<file path="src/rtl/vcrd_pkg.sv">
// ============================================================================
// vcrd_pkg
// shared types and constants for the voxel column run decoder
// ============================================================================
`default_nettype none

package vcrd_pkg;

    localparam logic [7:0] DATA_MASK = 8'h7F;
    localparam logic [7:0] CONT_FLAG = 8'h80;

    localparam logic [1:0] REG_DEPTH_Z      = 2'd0;
    localparam logic [1:0] REG_COLUMN_COUNT = 2'd1;
    localparam logic [1:0] REG_ID_WIDTH     = 2'd2;

    localparam logic [2:0] PH_DELTA = 3'd0;
    localparam logic [2:0] PH_COUNT = 3'd1;
    localparam logic [2:0] PH_GAP   = 3'd2;
    localparam logic [2:0] PH_RUN   = 3'd3;
    localparam logic [2:0] PH_IDHI  = 3'd4;
    localparam logic [2:0] PH_IDLO  = 3'd5;
    localparam logic [2:0] PH_DONE  = 3'd6;

    // work item passed from the byte parser to the divider back end
    typedef struct packed {
        logic        is_end;
        logic [31:0] column_index;
        logic [16:0] y_start;
        logic [16:0] run_length;
        logic [15:0] local_id;
    } job_t;

    // result record leaving the back end
    typedef struct packed {
        logic        record_kind;
        logic [15:0] grid_x;
        logic [15:0] grid_z;
        logic [15:0] y_start;
        logic [16:0] run_length;
        logic [15:0] local_id;
    } rec_t;

endpackage

`default_nettype wire

</file>
<file path="src/rtl/vcrd_parser.sv">
// ============================================================================
// vcrd_parser
// byte front end: varint collection, field sequencing, job generation
// ============================================================================
`default_nettype none

module vcrd_parser #(
    parameter int COORD_BITS = 16
) (
    input  wire logic          clk,
    input  wire logic          rst_n,
    input  wire logic          byte_valid,
    input  wire logic [7:0]    byte_data,
    input  wire logic [31:0]   column_count,
    input  wire logic [1:0]    id_width,
    input  wire logic          space2,
    output logic               byte_ready,
    output logic [1:0]         job_count,
    output vcrd_pkg::job_t     job0,
    output vcrd_pkg::job_t     job1
);
    import vcrd_pkg::*;

    localparam logic [16:0] LIMIT = 17'(1 << COORD_BITS);

    logic [2:0]  phase_reg, phase_next;
    logic [31:0] acc_reg, acc_next;
    logic [5:0]  shift_reg, shift_next;
    logic [31:0] col_reg, col_next;
    logic [31:0] done_reg, done_next;
    logic [31:0] segs_reg, segs_next;
    logic [16:0] y_reg, y_next;
    logic [16:0] run_reg, run_next;
    logic [7:0]  idhi_reg, idhi_next;

    logic        fin;
    logic [31:0] val;
    logic [31:0] shifted;
    logic [17:0] ysum;
    logic [32:0] runp;
    logic [31:0] done_inc;
    logic        emit;
    logic [15:0] id_val;
    job_t        end_job;

    // worst case a byte creates two jobs
    assign byte_ready = space2;

    always_comb
    begin
        shifted = 32'({1'b0, byte_data[6:0]}) << shift_reg;
        val     = acc_reg | (shift_reg < 6'd32 ? shifted : 32'd0);
        fin     = (byte_data & CONT_FLAG) == 8'd0;
    end

    always_comb
    begin
        end_job = '0;
        end_job.is_end = 1'b1;

        phase_next = phase_reg;
        acc_next   = acc_reg;
        shift_next = shift_reg;
        col_next   = col_reg;
        done_next  = done_reg;
        segs_next  = segs_reg;
        y_next     = y_reg;
        run_next   = run_reg;
        idhi_next  = idhi_reg;
        job_count  = 2'd0;
        job0       = end_job;
        job1       = end_job;
        emit       = 1'b0;
        id_val     = {8'd0, byte_data};
        done_inc   = done_reg + 32'd1;
        ysum       = 18'(y_reg) + 18'(run_reg);
        runp       = 33'(val) + 33'd1;

        if (byte_valid && byte_ready)
        begin
            if (phase_reg != PH_DONE && phase_reg != PH_IDHI && phase_reg != PH_IDLO &&
                !(phase_reg == PH_DELTA && done_reg >= column_count))
            begin
                if (shift_reg < 6'd32)
                    shift_next = shift_reg + 6'd7;
                acc_next = val;
                if (fin)
                begin
                    acc_next   = '0;
                    shift_next = '0;
                end
            end
            unique case (phase_reg)
                PH_DELTA:
                begin
                    if (done_reg >= column_count)
                    begin
                        phase_next = PH_DONE;
                        job_count  = 2'd1;
                    end
                    else if (fin)
                    begin
                        col_next   = col_reg + val;
                        phase_next = PH_COUNT;
                    end
                end
                PH_COUNT:
                begin
                    if (fin)
                    begin
                        y_next    = '0;
                        segs_next = val;
                        if (val == 32'd0)
                        begin
                            done_next  = done_inc;
                            phase_next = PH_DELTA;
                            if (done_inc >= column_count)
                            begin
                                phase_next = PH_DONE;
                                job_count  = 2'd1;
                            end
                        end
                        else
                            phase_next = PH_GAP;
                    end
                end
                PH_GAP:
                begin
                    if (fin)
                    begin
                        if (val >= 32'(LIMIT) || (33'(y_reg) + 33'(val)) > 33'(LIMIT))
                            y_next = LIMIT;
                        else
                            y_next = 17'(y_reg + val[16:0]);
                        phase_next = PH_RUN;
                    end
                end
                PH_RUN:
                begin
                    if (fin)
                    begin
                        run_next   = runp > 33'(LIMIT) ? LIMIT : runp[16:0];
                        phase_next = PH_IDHI;
                    end
                end
                PH_IDHI:
                begin
                    if (id_width == 2'd2)
                    begin
                        idhi_next  = byte_data;
                        phase_next = PH_IDLO;
                    end
                    else
                        emit = 1'b1;
                end
                PH_IDLO:
                begin
                    id_val = {idhi_reg, byte_data};
                    emit   = 1'b1;
                end
                default:
                    phase_next = PH_DONE;
            endcase

            if (emit)
            begin
                job0.is_end       = 1'b0;
                job0.column_index = col_reg;
                job0.y_start      = y_reg;
                job0.run_length   = run_reg;
                job0.local_id     = id_val;
                job_count         = 2'd1;
                y_next    = ysum > 18'(LIMIT) ? LIMIT : ysum[16:0];
                segs_next = segs_reg - 32'd1;
                phase_next = PH_GAP;
                if (segs_reg == 32'd1)
                begin
                    done_next  = done_inc;
                    phase_next = PH_DELTA;
                    if (done_inc >= column_count)
                    begin
                        phase_next = PH_DONE;
                        job_count  = 2'd2;
                    end
                end
            end
        end
    end

    always_ff @(posedge clk or negedge rst_n)
    begin
        if (!rst_n)
        begin
            phase_reg <= PH_DELTA;
            acc_reg   <= '0;
            shift_reg <= '0;
            col_reg   <= '0;
            done_reg  <= '0;
            segs_reg  <= '0;
            y_reg     <= '0;
            run_reg   <= '0;
            idhi_reg  <= '0;
        end
        else
        begin
            phase_reg <= phase_next;
            acc_reg   <= acc_next;
            shift_reg <= shift_next;
            col_reg   <= col_next;
            done_reg  <= done_next;
            segs_reg  <= segs_next;
            y_reg     <= y_next;
            run_reg   <= run_next;
            idhi_reg  <= idhi_next;
        end
    end

endmodule

`default_nettype wire

</file>
<file path="src/rtl/vcrd_job_fifo.sv">
// ============================================================================
// vcrd_job_fifo
// small job queue between parser and divider, up to two pushes per cycle
// ============================================================================
`default_nettype none

module vcrd_job_fifo (
    input  wire logic          clk,
    input  wire logic          rst_n,
    input  wire logic [1:0]    push_count,
    input  vcrd_pkg::job_t     push0,
    input  vcrd_pkg::job_t     push1,
    output logic               space2,
    output logic               not_empty,
    output vcrd_pkg::job_t     head,
    input  wire logic          pop_head
);
    import vcrd_pkg::*;

    localparam int DEPTH = 4;

    job_t       slot_reg [DEPTH];
    logic [1:0] rd_reg, rd_next;
    logic [1:0] wr_reg, wr_next;
    logic [2:0] cnt_reg, cnt_next;

    assign space2    = cnt_reg <= 3'(DEPTH - 2);
    assign not_empty = cnt_reg != 3'd0;
    assign head      = slot_reg[rd_reg];

    always_comb
    begin
        rd_next  = rd_reg + 2'(pop_head);
        wr_next  = wr_reg + push_count;
        cnt_next = cnt_reg + 3'(push_count) - 3'(pop_head);
    end

    always_ff @(posedge clk)
    begin
        if (push_count != 2'd0)
            slot_reg[wr_reg] <= push0;
        if (push_count == 2'd2)
            slot_reg[wr_reg + 2'd1] <= push1;
    end

    always_ff @(posedge clk or negedge rst_n)
    begin
        if (!rst_n)
        begin
            rd_reg  <= '0;
            wr_reg  <= '0;
            cnt_reg <= '0;
        end
        else
        begin
            rd_reg  <= rd_next;
            wr_reg  <= wr_next;
            cnt_reg <= cnt_next;
        end
    end

endmodule

`default_nettype wire

</file>
<file path="src/rtl/vcrd_divider.sv">
// ============================================================================
// vcrd_divider
// back end: restoring divide of column index by depth, one bit per cycle
// ============================================================================
`default_nettype none

module vcrd_divider #(
    parameter int COORD_BITS = 16
) (
    input  wire logic          clk,
    input  wire logic          rst_n,
    input  wire logic          job_valid,
    input  vcrd_pkg::job_t     job,
    output logic               job_take,
    input  wire logic [15:0]   depth_z,
    output logic               rec_valid,
    output vcrd_pkg::rec_t     rec,
    input  wire logic          rec_take
);
    import vcrd_pkg::*;

    localparam logic [31:0] CMAX = 32'((1 << COORD_BITS) - 1);

    logic        busy_reg, busy_next;
    logic [5:0]  step_reg, step_next;
    logic [31:0] quo_reg, quo_next;
    logic [16:0] rem_reg, rem_next;
    logic [15:0] div_reg, div_next;
    job_t        job_reg, job_next;
    logic        out_valid_reg, out_valid_next;
    rec_t        out_reg, out_next;
    logic [16:0] trial;
    logic [16:0] rem_sh;

    assign rec_valid = out_valid_reg;
    assign rec       = out_reg;
    assign job_take  = !busy_reg && job_valid;

    always_comb
    begin
        busy_next      = busy_reg;
        step_next      = step_reg;
        quo_next       = quo_reg;
        rem_next       = rem_reg;
        div_next       = div_reg;
        job_next       = job_reg;
        out_valid_next = out_valid_reg && !rec_take;
        out_next       = out_reg;
        rem_sh         = {rem_reg[15:0], quo_reg[31]};
        trial          = rem_sh - 17'(div_reg);

        if (job_take)
        begin
            busy_next = 1'b1;
            step_next = '0;
            job_next  = job;
            quo_next  = job.column_index;
            rem_next  = '0;
            div_next  = depth_z == 16'd0 ? 16'd1 : depth_z;
        end
        else if (busy_reg && step_reg != 6'd32)
        begin
            if (rem_sh >= 17'(div_reg))
            begin
                rem_next = trial;
                quo_next = {quo_reg[30:0], 1'b1};
            end
            else
            begin
                rem_next = rem_sh;
                quo_next = {quo_reg[30:0], 1'b0};
            end
            step_next = step_reg + 6'd1;
        end
        else if (busy_reg && !out_valid_next)
        begin
            busy_next      = 1'b0;
            out_valid_next = 1'b1;
            out_next       = '0;
            if (job_reg.is_end)
                out_next.record_kind = 1'b1;
            else
            begin
                out_next.grid_x     = 16'(quo_reg > CMAX ? CMAX : quo_reg);
                out_next.grid_z     = 16'(32'(rem_reg) > CMAX ? CMAX : 32'(rem_reg));
                out_next.y_start    = 16'(32'(job_reg.y_start) > CMAX ? CMAX
                                           : 32'(job_reg.y_start));
                out_next.run_length = job_reg.run_length;
                out_next.local_id   = job_reg.local_id;
            end
        end
    end

    always_ff @(posedge clk)
    begin
        quo_reg <= quo_next;
        rem_reg <= rem_next;
        div_reg <= div_next;
        job_reg <= job_next;
        out_reg <= out_next;
    end

    always_ff @(posedge clk or negedge rst_n)
    begin
        if (!rst_n)
        begin
            busy_reg      <= 1'b0;
            step_reg      <= '0;
            out_valid_reg <= 1'b0;
        end
        else
        begin
            busy_reg      <= busy_next;
            step_reg      <= step_next;
            out_valid_reg <= out_valid_next;
        end
    end

endmodule

`default_nettype wire

</file>
<file path="src/rtl/voxel_column_run_decoder_unit.sv">
// ============================================================================
// voxel_column_run_decoder_unit
// decodes a varint run-length voxel stream into segment records
// ============================================================================
// The parser takes one stream byte per cycle while its job queue has room for
// two entries. Each segment (and the end marker) then passes a divider that
// splits the column index into x and z at one quotient bit per cycle and
// takes no new job until its record is registered; the four-entry queue lets
// byte intake run ahead until records pile up. End of stream is one record
// with record_kind set; later bytes are swallowed until reset.
`default_nettype none

module voxel_column_run_decoder_unit #(
    parameter int COORD_BITS = 16
) (
    input  wire logic        clk,
    input  wire logic        rst_n,
    input  wire logic        push,
    output logic             full,
    input  wire logic [7:0]  stream_byte,
    output logic             empty,
    input  wire logic        pop,
    output logic             record_kind,
    output logic [15:0]      grid_x,
    output logic [15:0]      grid_z,
    output logic [15:0]      y_start,
    output logic [16:0]      run_length,
    output logic [15:0]      local_id,
    input  wire logic        cfg_we,
    input  wire logic [1:0]  cfg_index,
    input  wire logic [31:0] cfg_data
);
    import vcrd_pkg::*;

    logic [15:0] depth_reg;
    logic [31:0] count_reg;
    logic [1:0]  idw_reg;
    logic        space2, ready, not_empty, take, rv;
    logic [1:0]  job_count;
    job_t        job0, job1, head;
    rec_t        rec;

    always_ff @(posedge clk or negedge rst_n)
    begin
        if (!rst_n)
        begin
            depth_reg <= 16'd1;
            count_reg <= '0;
            idw_reg   <= 2'd1;
        end
        else if (cfg_we)
        begin
            unique case (cfg_index)
                REG_DEPTH_Z:      depth_reg <= cfg_data[15:0];
                REG_COLUMN_COUNT: count_reg <= cfg_data;
                REG_ID_WIDTH:     idw_reg   <= cfg_data[1:0];
                default:          ;
            endcase
        end
    end

    vcrd_parser #(.COORD_BITS(COORD_BITS)) u_parser (
        .clk, .rst_n,
        .byte_valid(push), .byte_data(stream_byte),
        .column_count(count_reg), .id_width(idw_reg), .space2,
        .byte_ready(ready), .job_count, .job0, .job1
    );

    vcrd_job_fifo u_fifo (
        .clk, .rst_n, .push_count(job_count), .push0(job0), .push1(job1),
        .space2, .not_empty, .head, .pop_head(take)
    );

    vcrd_divider #(.COORD_BITS(COORD_BITS)) u_div (
        .clk, .rst_n, .job_valid(not_empty), .job(head), .job_take(take),
        .depth_z(depth_reg), .rec_valid(rv), .rec, .rec_take(pop)
    );

    assign full        = !ready;
    assign empty       = !rv;
    assign record_kind = rec.record_kind;
    assign grid_x      = rec.grid_x;
    assign grid_z      = rec.grid_z;
    assign y_start     = rec.y_start;
    assign run_length  = rec.run_length;
    assign local_id    = rec.local_id;

    a_no_push_when_full: assert property (@(posedge clk) disable iff (!rst_n)
        !space2 |-> job_count == 2'd0) else $error("job queue overrun");
    a_end_fields_zero: assert property (@(posedge clk) disable iff (!rst_n)
        (!empty && record_kind) |-> (grid_x == 16'd0 && run_length == 17'd0))
        else $error("end record carries data");
    a_seg_run_nonzero: assert property (@(posedge clk) disable iff (!rst_n)
        (!empty && !record_kind) |-> run_length != 17'd0)
        else $error("segment with zero run");

endmodule

`default_nettype wire

</file>
<file path="config.mk">
export PLATFORM = sky130hd
export DESIGN_NAME = voxel_column_run_decoder_unit
export DESIGN_NICKNAME = d
export VERILOG_FILES = /design/src/rtl/vcrd_pkg.sv /design/src/rtl/vcrd_parser.sv /design/src/rtl/vcrd_job_fifo.sv /design/src/rtl/vcrd_divider.sv /design/src/rtl/voxel_column_run_decoder_unit.sv
export SDC_FILE = /design/constraint.sdc
export NUM_CORES = 2
export LEC_CHECK = 0
export BUFFER_PORTS_ARGS = -buffer_cell sky130_fd_sc_hd__clkbuf_2
export CORE_MARGIN = 1
export CORE_UTILIZATION = 55
export DETAILED_ROUTE_END_ITERATION = 7
export PLACE_DENSITY = 0.81
export SYNTH_ARGS = -nofsm -noshare
export SYNTH_HDL_FRONTEND = slang
export SYNTH_SLANG_ARGS = --single-unit
</file>
<file path="constraint.sdc">
create_clock -name clk -period 5.2 [get_ports clk]
set_input_delay 0.52 -clock clk [delete_from_list [all_inputs] [get_ports clk]]
set_output_delay 0.52 -clock clk [all_outputs]
set_load 0.05 [all_outputs]
</file>
==> impl_results.md <==
* Run status: finished clean
* Detailed Place HPWL at 72.4 mm
* Drt first pass iters at 6
* EDFF count, synth at 181
* Post-synth net total at 4154
* Setup CP Type: register to register
* CTS tree: done
* First-pass GRT wire length at between 150 and 200 mm
* Final global-route overflow total at 0
* Crit path buf inv count at 2
* Pleak at 19.4 nW
* Skew-Pair Late Insertion Delay at 0.65 ns
* Die height at 272 um
* Synth cell types at 98
* Sink Count at 774
* Ys async rst share at 31.5%
* Starting Density at 55.8%
* Fillers at 5493
* Post-Syn Area at between 0.04 and 0.05 mm^2
* Clock root cell: clkbuf_16
* CTS H-tree lvls at 3
* Largest register FFs at between 300 and 400
* VDD IR max at 0.472 mV
* Placer Congestion at 0.978
* ANT nets after route at 0
* Slew headroom at 20.7%
* DIE AREA at 0.0739 mm^2
* WL per Instance at roughly 21 um
* Startpoint Class: register
* Critical path required time at around 5.8 ns
* Fmax at 202 MHz
* Worst slew pin tran at 1.18 ns
* DRT Wirelength at between 100 and 150 mm
* Fin crit share at 95.2%
* CP max FO at 17
* Crit-path slowest cell: dfrtp_2
* Max Buffers Root-to-Sink at 3
* Worst path max stage delay at between 0.5 and 0.6 ns
* CP cell instances: mux2_2 -> mux4_2 -> a21oi_1 -> inv_1 -> buf_4 -> ha_1 -> o211ai_1 -> o31ai_1 -> o41ai_1 -> o21ai_0 -> nand3_1 -> a311oi_1 -> a31oi_1 -> xor2_1 -> o21ai_0
* Boundary Pins at 131
* Post-Synthesis Cells at 3943
* Number of synthesized register bits at slightly below 800
* Crit path max-delay family: compound AO/OA/AOI/OAI gates
* Crit path time final at 4.95 ns
* Vias/cell at 6.20
* Worst hold path type: input port to register
* Core area at 0.0717 mm^2
* Number of core rows at 98
* Layout Skew at 0.0300 ns
* Power Density at 458 mW/mm^2
* Share of layout cells above drive strength 1 at 16.0%
* Total CTS buffers at 78
* MaxCap Viol Count at 0
* Crit path DAT at about 5.5 ns
* Sum Neg Setup Slack at 0 ns
* Area Growth Syn to Fin at 11.9%
* Register area share after synthesis at 46.3%
* Largest net degree at the start of global routing at 105
* Fin nets at 4248
* Global Route Usage Sum at 28.5%
* Main synth FF type: dfxtp_1
* Cell mode on critical path: o21ai_0
* Syn. warnings at 0
* Number of global-route vias before repair at 30575
* Via count at roughly 31000
* DRT iter0 DRCs at between 3000 and 4000
* Port bufs at 130
* Power, Total at 20.5 mW
* Die W at 272 um
* Slew Limit Fails at 0
* Final number of setup-violating endpoints at 0
* DR DRC count at 0
* Syn_area_per_cell at 10.2 um^2
* Final hold vios at 0
* CP Capture Type: register
* Worst-path clk slew at 0.06 ns
* Initial antenna violation count at 3
==> routing by layer <==
metal | track usage (%) | up-vias | wire [um]
li1 | - | 14415 | -
met1 | 40.5 | 15455 | 46400
met2 | 45.4 | 1282 | 49200
met3 | 3.84 | 195 | 7900
met4 | 8.90 | 0 | 2620
met5 | 0 | - | 0
==> final timing paths <==
check | startpoint | endpoint | slack [ns] | cells past startpoint
setup / recovery | u_parser.shift_reg[1]$_DFFE_PN0P_ | u_parser.col_reg[28]$_DFFE_PN0P_ | 0.25 | 15
hold / removal | pop | u_div.rec_valid$_DFF_PN0_ | 0.10 | 2
setup reg to reg | u_parser.shift_reg[1]$_DFFE_PN0P_ | u_parser.col_reg[28]$_DFFE_PN0P_ | 0.25 | 15
hold reg to reg | u_fifo.slot_reg[3][53]$_SDFFE_PP0P_ | u_fifo.slot_reg[3][53]$_SDFFE_PP0P_ | 0.45 | 2
max in group asynchronous | rst_n | u_div.step_reg[2]$_DFFE_PN0N_ | 3.49 | 3
min in group asynchronous | rst_n | count_reg[24]$_DFFE_PN0P_ | 0.52 | 2
==> cell type report <==
| type | count | area (um^2) | area share (%) |
|---|---|---|---|
| flip-flops and latches | 774 | 18500 | 41.4 |
| well taps | 950 | 1190 | 2.65 |
| clock buffers | 113 | 2320 | 5.18 |
| multi-input cells | 2799 | 20100 | 44.9 |
| diodes | 3 | 7.51 | 0.0168 |
| repair buffers | 254 | 1770 | 3.95 |
| clock inverters | 33 | 370 | 0.826 |
| inverters | 130 | 488 | 1.09 |
==> power breakdown <==
| group | leakage [nW] | switching, mW | internal, mW | total [mW] |
|---|---|---|---|---|
| clock | 1.33 | 2.47 | 3.40 | 5.87 |
| combinational | 10.5 | 4.02 | 2.66 | 6.68 |
| sequential | 7.59 | 1.05 | 6.95 | 7.99 |
==> per-stage QoR <==
stage	worst slack [ns]	util, %	std cells	hold WS [ns]	cell area (um^2)
floorplan	0.331	-	3943	0.224	40100
global placement	0.101	58.6	4903	0.434	42000
detailed placement	0.0126	58.6	4903	0.438	42000
CTS	0.0213	62.4	5051	0.0752	44700
global route	-0.0702	62.5	5056	0.0894	44800
finish	0.251	62.5	5056	0.101	44800
==> cells in the final DEF, fill, tap and decap left out, types with 14 or more instances in the layout <==
cell	instances
nand2_1	603
dfxtp_1	349
mux2i_1	268
nor2_1	236
dfrtp_1	236
edfxtp_1	181
o21ai_0	173
a21oi_1	169
ha_1	158
clkbuf_2	129
inv_1	126
buf_4	109
mux2_2	104
nand4_1	102
mux4_2	87
clkbuf_16	83
xnor2_1	79
xor2_1	67
nor3_1	63
nand3_1	57
o21ai_1	54
a21o_1	52
nor2b_1	50
nor4_1	36
and2_1	32
and3_1	22
a211oi_1	22
or3_1	18
a211o_1	18
nand2b_1	18
a31oi_1	17
clkbuf_1	17
o31ai_1	15
o21a_1	14
clkinv_2	14
buf_12	14
==> cell usage after synthesis (all sizes together), types with 11 or more instances <==
library cell | count | area (um^2)
a21o | 52 | 390
nor4 | 41 | 299
a211o | 18 | 158
nand3 | 62 | 310
or2 | 13 | 81.3
mux4 | 87 | 1960
a31o | 11 | 96.3
and3 | 23 | 144
dfrtp | 242 | 6060
mux2 | 104 | 1170
clkbuf | 180 | 676
nand2 | 607 | 2280
ha | 159 | 1990
o21a | 14 | 105
and2 | 33 | 206
a211oi | 23 | 173
a31oi | 17 | 106
a21oi | 173 | 873
nand4 | 102 | 638
a221o | 11 | 110
xor2 | 67 | 587
mux2i | 269 | 2710
or3 | 18 | 113
inv | 128 | 480
buf | 60 | 454
nor2b | 50 | 313
xnor2 | 79 | 692
edfxtp | 181 | 5440
nor3 | 64 | 325
nand2b | 18 | 113
o31ai | 16 | 120
o22ai | 13 | 81.3
nor2 | 243 | 912
a22o | 13 | 114
dfxtp | 349 | 6990
o21ai | 231 | 1160
==> cell families after synthesis <==
group                    after synthesis  synth area share (%)
flip-flops                           774                  46.3
AND/OR/NAND/NOR                     1329                  15.6
AO/OA/AOI/OAI                        700                  11.2
multiplexers                         460                  14.6
adder cells (fa/ha/maj)              164                  5.22
buffers and inverters                370                  4.04
XOR/XNOR                             146                  3.19
==> repair_timing <==
item,in CTS,in global routing
setup endpoints to repair,1,261
hold endpoints to repair,96,0
pin swaps,1,2
buffers inserted,1,2
resized for setup,2,18
hold buffers,1,0
(Power assumes the default switching activity.)
